[config.mk]
export PLATFORM = sky130hd
export DESIGN_NAME = mvpcm_mul
export DESIGN_NICKNAME = d
export VERILOG_FILES = /design/src/rtl/core/mvpcm_pkg.sv /design/src/rtl/core/mvpcm_mul.sv
export SDC_FILE = /design/constraint.sdc
export NUM_CORES = 1
export LEC_CHECK = 0
export BUFFER_PORTS_ARGS = -buffer_cell sky130_fd_sc_hd__buf_2
export CAP_MARGIN = 20
export CORE_MARGIN = 1.5
export CORE_UTILIZATION = 55
export DETAILED_ROUTE_END_ITERATION = 6
export MAX_ROUTING_LAYER = met4
export PLACE_DENSITY = 0.71
export SKIP_CTS_REPAIR_TIMING = 1
export SYNTH_ARGS = -nofsm -noshare
export SYNTH_HDL_FRONTEND = slang
export SYNTH_SLANG_ARGS = --single-unit
[constraint.sdc]
create_clock -name clk -period 0.8 [get_ports clk]
set_input_delay 0.16 -clock clk [delete_from_list [all_inputs] [get_ports clk]]
set_output_delay 0.16 -clock clk [all_outputs]
set_load 0.01 [all_outputs]
[src/rtl/core/mvpcm_pkg.sv]
// ----------------------------------------------------------------------------
// mvpcm_pkg
// Shared types and constants of the multi-voice PCM sample player.
// ----------------------------------------------------------------------------
package mvpcm_pkg;

    localparam int VOICE_COUNT     = 16;
    localparam int VOICE_BITS      = 4;
    localparam int STORE_ADDR_BITS = 16;
    localparam int FRAC_BITS       = 12;

    localparam logic [31:0] BASE_OFFSET = 32'h0040_0000;
    localparam logic [9:0]  KEY_ADDR    = 10'h200;

    typedef enum logic [1:0] {
        CMD_REG_WRITE   = 2'd0,
        CMD_REG_READ    = 2'd1,
        CMD_STORE_WRITE = 2'd2,
        CMD_TICK        = 2'd3
    } cmd_t;

    typedef enum logic [2:0] {
        CFG_STEP_SCALE = 3'd0,
        CFG_GAIN_ONE   = 3'd1,
        CFG_GAIN_TWO   = 3'd2,
        CFG_DIR_ONE    = 3'd3,
        CFG_DIR_TWO    = 3'd4
    } cfg_index_t;

    // Operations of the shared multiplier.
    typedef enum logic [1:0] {
        MUL_STEP = 2'd0,
        MUL_VOL  = 2'd1,
        MUL_GAIN = 2'd2
    } mul_op_t;

    // Request to the shared multiplier.
    typedef struct packed {
        logic                valid;
        mul_op_t             op;
        logic signed [24:0]  a;
        logic signed [17:0]  b;
    } mul_req_t;

    // Saturates a channel sum to 16 bits; route terms reach about 2^22,
    // so two of them plus the running mix need 26 bits.
    function automatic logic signed [15:0] sat16(input logic signed [25:0] v);
        if (v > 26'sd32767)
        begin
            return 16'sh7fff;
        end
        else if (v < -26'sd32768)
        begin
            return 16'sh8000;
        end
        return v[15:0];
    endfunction

endpackage

[src/rtl/core/mvpcm_mul.sv]
// ----------------------------------------------------------------------------
// mvpcm_mul
// Shared signed multiplier with a registered product, used by the voice
// sequencer for the pitch step, the volume scale and the route gains.
// ----------------------------------------------------------------------------
module mvpcm_mul
    import mvpcm_pkg::*;
(
    input  logic               clk,
    input  logic               rst_n,
    input  mul_req_t           req,
    output logic               done,
    output logic signed [42:0] product
);

    logic               done_reg;
    logic signed [42:0] product_reg;

    // Product register.
    always_ff @(posedge clk)
    begin
        if (req.valid)
        begin
            product_reg <= 43'(req.a) * 43'(req.b);
        end
    end

    // Completion strobe.
    always_ff @(posedge clk or negedge rst_n)
    begin
        if (!rst_n)
        begin
            done_reg <= 1'b0;
        end
        else
        begin
            done_reg <= req.valid;
        end
    end

    assign done    = done_reg;
    assign product = product_reg;

endmodule
==> run_results.csv, run 1 <==
group,metric,value,unit
worst_setup_path,arrival,5.79,ns
drt,via_per_inst,5.307,
place,placed_area,20370,sq um
clock_tree,clock-root-buffer,"clkbuf_16",
logic_synthesis,synthCells,1864,
run_status,violations,"negative setup slack",
drt,drc_errors,0,
drt,postRouteAntennaNets,0,
clock_tree,cts_tree,"yes",
sta,relSlewSlack,69.83,%
global_route,grtUsageMet2,56.67,%
worst_setup_path,startpoint,"req[6]",
cells_and_area,num_antenna_cells,0,
job,max_cap_viol_count,0,
logic_synthesis,synth.avg_cell_area,9.293,sq um
global_route,grt.overflow.total,0,
clock_tree,cts_buffers,5,
place,dp_hpwl,38.97,mm
worst_setup_path,cp_data_required_time,0.91,ns
global_route,first_global_vias,15193,
clock_tree,clk_path_buf_depth,2,
sta,setup_viol,86,
cells_and_area,nNetsFinal,2772,
sta,timing.final.crit_share,710.0,%
clock_tree,cts_htree_levels,2,
worst_setup_path,endpoint_kind,"flop",
die,core_area,30830,sq um
drt,first_pass_iters,5,
worst_setup_path,crit_path_start_kind,"input port",
clock_tree,clkTransAtPathRegs,0.06,ns
global_route,grt.busiest_layer,"met2",
logic_synthesis,synth_warnings,0,
global_route,met1_usage,32.50,%
worst_setup_path,crit_type,"in2reg",
worst_setup_path,endpoint,"product[28]$_DFFE_PP_",
place,portBuffers,89,
die,fp.dieH,180.5,um
logic_synthesis,ys_types,50,
die,die_area,32570,sq um
sta,finalWorstSetupSlack,-4.880,ns
sta,period_minus_slack,5.680,ns
logic_synthesis,async_flop_share,2.273,%
logic_synthesis,synth_top_cell_area_share,50.96,%
clock_tree,clock_sinks,44,
run_status,status,"finished with violations",
drt,num_vias,13656,
die,fp-row-count,64,
die,ios,92,
global_route,gr-usage-met3,2.668,%
logic_synthesis,synth-edff-count,43,
cells_and_area,fin_util,72.09,%
global_route,grt_pass1_wl,74.62,mm
global_route,gr-usage-all-layers,30.27,%
sta,max_freq,176.1,MHz
worst_setup_path,cp_max_fo,7,
logic_synthesis,yosys.area.top_type,"fa_1",
cells_and_area,syn2layout_area_growth,28.29,%
sta,rsz0062_at_grt,"yes",
logic_synthesis,yosys-top-cells-area,"fa_1, inv_1, ha_1, edfxtp_1, and2_1",
drt,drt-initial-drc-count,706,
drt,wl_per_cell,18.36,um
sta,maxSlewViolCount,0,
cells_and_area,largest_reg_flops,43,
logic_synthesis,seq_area_frac_synth,7.598,%
logic_synthesis,synthesis.nets,2460,
worst_hold_path,hp-class,"in2reg",
sta,hold_viol_final,0,
logic_synthesis,netlist_area,17320,sq um
place,gp_congestion,0.9537,
global_route,grt_max_degree,31,
die,fp.dieW,180.5,um
die,start_util,56.19,%
cells_and_area,design_area,22220,sq um
logic_synthesis,ys_ff_latch,44,
logic_synthesis,synth_flop_cell,"edfxtp_1",
sta,tightest_slew,0.4494,ns
cells_and_area,drive_above_1_share,27.88,%
global_route,antenna_found_initial,0,
drt,wl,47.25,mm
## cell usage after synthesis (7+ instances only)
master      n
inv_1     515
fa_1      441
nand2_1   277
and2_1    167
ha_1      107
clkbuf_1   70
nor2_1     46
edfxtp_1   43
a21oi_1    31
xnor2_1    31
o21ai_0    22
a21o_1     11
nand2b_1   11
a211oi_1    7
nor3_1      7
## cell families (layout without fill, tap and decap cells)
kind of cell,count (synthesis),count (layout),synth area share [%]
compound gates,122,122,4.861
xor+xnor,35,35,1.770
fa+ha+maj,548,548,58.69
buf+inv,586,899,12.70
flops,44,44,7.598
simple gates,529,529,14.38
## per-stage QoR
stage	TNS [ns]	hold slack, ns	setup WS, ns	std cells
floorplan	-158.21	-0.1356	-4.842	1864
global placement	-183.46	-0.06586	-5.338	2523
detailed placement	-185.52	-0.06455	-5.465	2523
CTS	-179.82	-0.3717	-5.154	2531
global route	-180.30	0.1409	-5.073	2573
finish	-172.62	0.1387	-4.880	2573
## worst min-delay path by stage
stage	start	end	slack (ns)	cells past startpoint
global route	req[45]	product[6]$_DFFE_PP_	0.14	1
finish	req[45]	product[6]$_DFFE_PP_	0.14	1
floorplan	rst_n	done$_DFF_PN0_	-0.14	0
CTS	rst_n	done$_DFF_PN0_	-0.37	1
detailed placement	rst_n	done$_DFF_PN0_	-0.06	1
global placement	rst_n	done$_DFF_PN0_	-0.07	1
## area by class of cell
class	count	area, sq um
Clock buffer	5	125.1
Clock inverter	3	90.09
Fill cell	2190	8606
Inverter	515	1933
Multi-Input combinational cell	1234	14850
Sequential cell	44	1316
Tap cell	396	495.5
Timing Repair Buffer	376	3411
## per-layer routing
| layer | wire length, um | part of all wire [%] |
|---|---|---|
| met1 | 16530 | 35 |
| met2 | 26040 | 55 |
| met3 | 2092 | 4.4 |
| met4 | 2584 | 5.5 |
| met5 | 0 | 0 |
## cells in the final DEF, fill, tap and decap left out, types with 7 or more instances in the layout
cell type and n:
a21o_1 11, nand2_1 262, and2_4 35, buf_6 64, edfxtp_1 43, ha_1 71, a21oi_1 15, clkbuf_16 9
o21ai_2 7, and2_1 132, inv_2 41, nand2b_1 11, xnor2_1 25, inv_1 474, a21oi_2 13, buf_8 16
buf_2 49, buf_4 217, ha_4 34, nor2_1 39, fa_2 28, nand2_2 12, fa_1 413, buf_12 19
o21ai_0 11
## critical path, cell delays in order
cell,delay [ns]
buf_16,0.12
and2_4,0.15
fa_1,0.52
inv_1,0.05
fa_1,0.49
inv_2,0.05
fa_1,0.51
inv_2,0.05
fa_1,0.59
fa_2,0.46
fa_1,0.54
inv_1,0.05
ha_2,0.17
a21o_1,0.21
a221oi_4,0.27
buf_4,0.17
a21oi_2,0.05
a41o_1,0.23
a211oi_2,0.31
o21ai_2,0.11
a2111o_1,0.42
o311ai_1,0.09
Power of run 1 is not shown: default switching activity piles up to over one toggle a cycle in this logic, so the estimate is an artifact.
==> inputs of run 2 (changes only) <==
--- a/config.mk
+++ b/config.mk
@@ -5,6 +5,7 @@
 export SDC_FILE = /design/constraint.sdc
 export NUM_CORES = 1
 export LEC_CHECK = 0
+export ABC_AREA = 1
 export BUFFER_PORTS_ARGS = -buffer_cell sky130_fd_sc_hd__buf_2
 export CAP_MARGIN = 20
 export CORE_MARGIN = 1.5
==> run 2 against run 1 <==
The flow still finishes with violations (negative setup slack). Maximum frequency rose by 11%. Hold slack improved by 0.025 ns. Worst setup slack better by 0.58 ns. Via count is 16% higher. Final cell count rose by 23%.
==> run_results.csv, run 2 <==
group,metric,value,unit
sta,relSlewSlack,76.38,%
worst_setup_path,cp_data_required_time,0.85,ns
worst_setup_path,crit_type,"in2reg",
logic_synthesis,synth_warnings,0,
worst_setup_path,cpMostUsedCell,"fa_1",
cells_and_area,largest_reg_flops,43,
logic_synthesis,synthCells,2414,
drt,drt-initial-drc-count,910,
job,max_cap_viol_count,0,
worst_hold_path,hp-class,"in2async",
die,fp.dieW,187.7,um
logic_synthesis,synth_commonest_cells,"inv_1, nand2_1, fa_1",
cells_and_area,nNetsFinal,3302,
cells_and_area,regArea,1316,sq um
cells_and_area,drive_above_1_share,31.84,%
sta,maxSlewViolCount,0,
cells_and_area,fillers,2436,
run_status,status,"finished with violations",
global_route,grt_max_degree,23,
global_route,gr-usage-all-layers,31.54,%
cells_and_area,syn2layout_area_growth,33.50,%
clock_tree,clock_sinks,44,
drt,first_pass_iters,6,
sta,period_minus_slack,5.098,ns
global_route,antenna_found_initial,0,
logic_synthesis,synth.avg_cell_area,7.775,sq um
drt,via_per_inst,5.036,
drt,wl,55.89,mm
logic_synthesis,synth_top_cell_area_share,47.04,%
die,fp.dieH,187.7,um
sta,hold_viol_final,0,
worst_setup_path,crit_slowest_cell,"fa_1",
clock_tree,clkTransAtPathRegs,0.07,ns
clock_tree,cts_htree_levels,2,
sta,rsz0062_at_grt,"yes",
worst_setup_path,startpoint,"req[26]",
run_status,violations,"negative setup slack",
sta,fin_setup_tns,-163.75,ns
die,fp-row-count,67,
cells_and_area,layout_commonest_cell,"inv_1",
cells_and_area,num_antenna_cells,0,
die,start_util,55.97,%
drt,wl_per_cell,17.72,um
place,gp_congestion,0.9628,
logic_synthesis,synth_flop_cell,"edfxtp_1",
worst_setup_path,arrival,5.15,ns
worst_setup_path,endpoint_kind,"flop",
clock_tree,cts_tree,"yes",
clock_tree,clock-root-buffer,"clkbuf_16",
global_route,grt_pass1_wl,85.21,mm
logic_synthesis,seq_area_frac_synth,7.013,%
global_route,first_global_vias,17136,
clock_tree,cts_buffers,5,
logic_synthesis,ys_types,29,
drt,drc_errors,0,
worst_setup_path,crit_path_start_kind,"input port",
sta,finalWorstSetupSlack,-4.298,ns
sta,tightest_slew,0.3540,ns
worst_setup_path,crit_path_max_incr_delay,0.57,ns
cells_and_area,layout_common_cells,"inv_1, nand2_1, fa_1",
drt,num_vias,15890,
sta,max_freq,196.2,MHz
logic_synthesis,synth.most_common_cell,"inv_1",
cells_and_area,multi_input_area,16370,sq um
logic_synthesis,synthesis.nets,3010,
global_route,grt.overflow.total,0,
logic_synthesis,yosys-top-cells-area,"fa_1, inv_1, nand2_1, ha_1, edfxtp_1",
die,ios,92,
drt,postRouteAntennaNets,0,
die,die_area,35240,sq um
place,portBuffers,89,
clock_tree,clk_path_buf_depth,2,
logic_synthesis,yosys.area.top_type,"fa_1",
logic_synthesis,synth-edff-count,43,
logic_synthesis,async_flop_share,2.273,%
logic_synthesis,ys_ff_latch,44,
logic_synthesis,netlist_area,18770,sq um
sta,timing.final.crit_share,637.3,%
die,core_area,33530,sq um
place,dp_hpwl,43.71,mm
sta,setup_viol,86,
worst_setup_path,cp_max_fo,6,
run 2: cell count changes after synthesis, sizes merged, moves of 16 or more:
| cell | change |
|---|---|
| xnor2 | -28 |
| nand3 | +50 |
| o21ai | -20 |
| nand2 | +433 |
| clkbuf | +28 |
| xor2 | +16 |
| and2 | -167 |
| nor2 | +43 |
| inv | +255 |
run 2: kinds of logic after synthesis:
logic type,synth area share (%)
DFF,7.013
adders and majority gates,54.17
AOI/OAI and AO/OA,1.380
xor gates and xnor gates,1.073
buffers and inverters,17.46
and+or+nand+nor,18.91
run 2: layer usage:
metal / up-vias / track usage, % / routed length, um / part of all wire, %
met5: - / - / 0 / 0
met4: 0 / 6.492 / 2033 / 3.6
met3: 137 / 3.575 / 3957 / 7.1
met2: 549 / 57.32 / 29020 / 52
met1: 7951 / 37.80 / 20880 / 37
li1: 7253 / - / - / -
run 2: critical path: cells and delay by family:
family | cells | cell delay (ns)
buf+inv | 9 | 0.72
simple gates | 9 | 0.67
compound gates | 1 | 0.17
fa+ha+maj | 7 | 3.41
run 2: per-stage QoR:
stage / instances / utilization, % / area [sq um] / hold WS, ns / setup slack [ns]
6_report: 3155 / 74.73 / 25060 / 0.1635 / -4.298
5_1_grt: 3155 / 74.73 / 25060 / 0.1730 / -4.482
4_1_cts: 3079 / 66.76 / 22390 / -0.3693 / -4.598
3_5_place_dp: 3071 / 66.27 / 22220 / -0.05811 / -4.896
3_3_place_gp: 3071 / 66.27 / 22220 / -0.06565 / -4.845
2_1_floorplan: 2414 / - / 20650 / -0.1356 / -4.218
run 2: cell type report:
| class | count | area share [%] |
|---|---|---|
| Tap cell | 448 | 2.237 |
| Clock buffer | 6 | 0.5143 |
| Clock inverter | 2 | 0.1398 |
| Inverter | 770 | 11.58 |
| Multi-Input combinational cell | 1497 | 65.31 |
| Timing Repair Buffer | 388 | 14.96 |
| Sequential cell | 44 | 5.253 |
run 2: path summary, 6_finish.rpt:
| path | endpoint | slack (ns) |
|---|---|---|
| setup / recovery | product[42]$_DFFE_PP_ | -4.30 |
| max in group asynchronous | done$_DFF_PN0_ | 0.55 |
| hold / removal | done$_DFF_PN0_ | 0.16 |
| min in group clk | done$_DFF_PN0_ | 0.26 |
Power of run 2 is left out for the same reason.
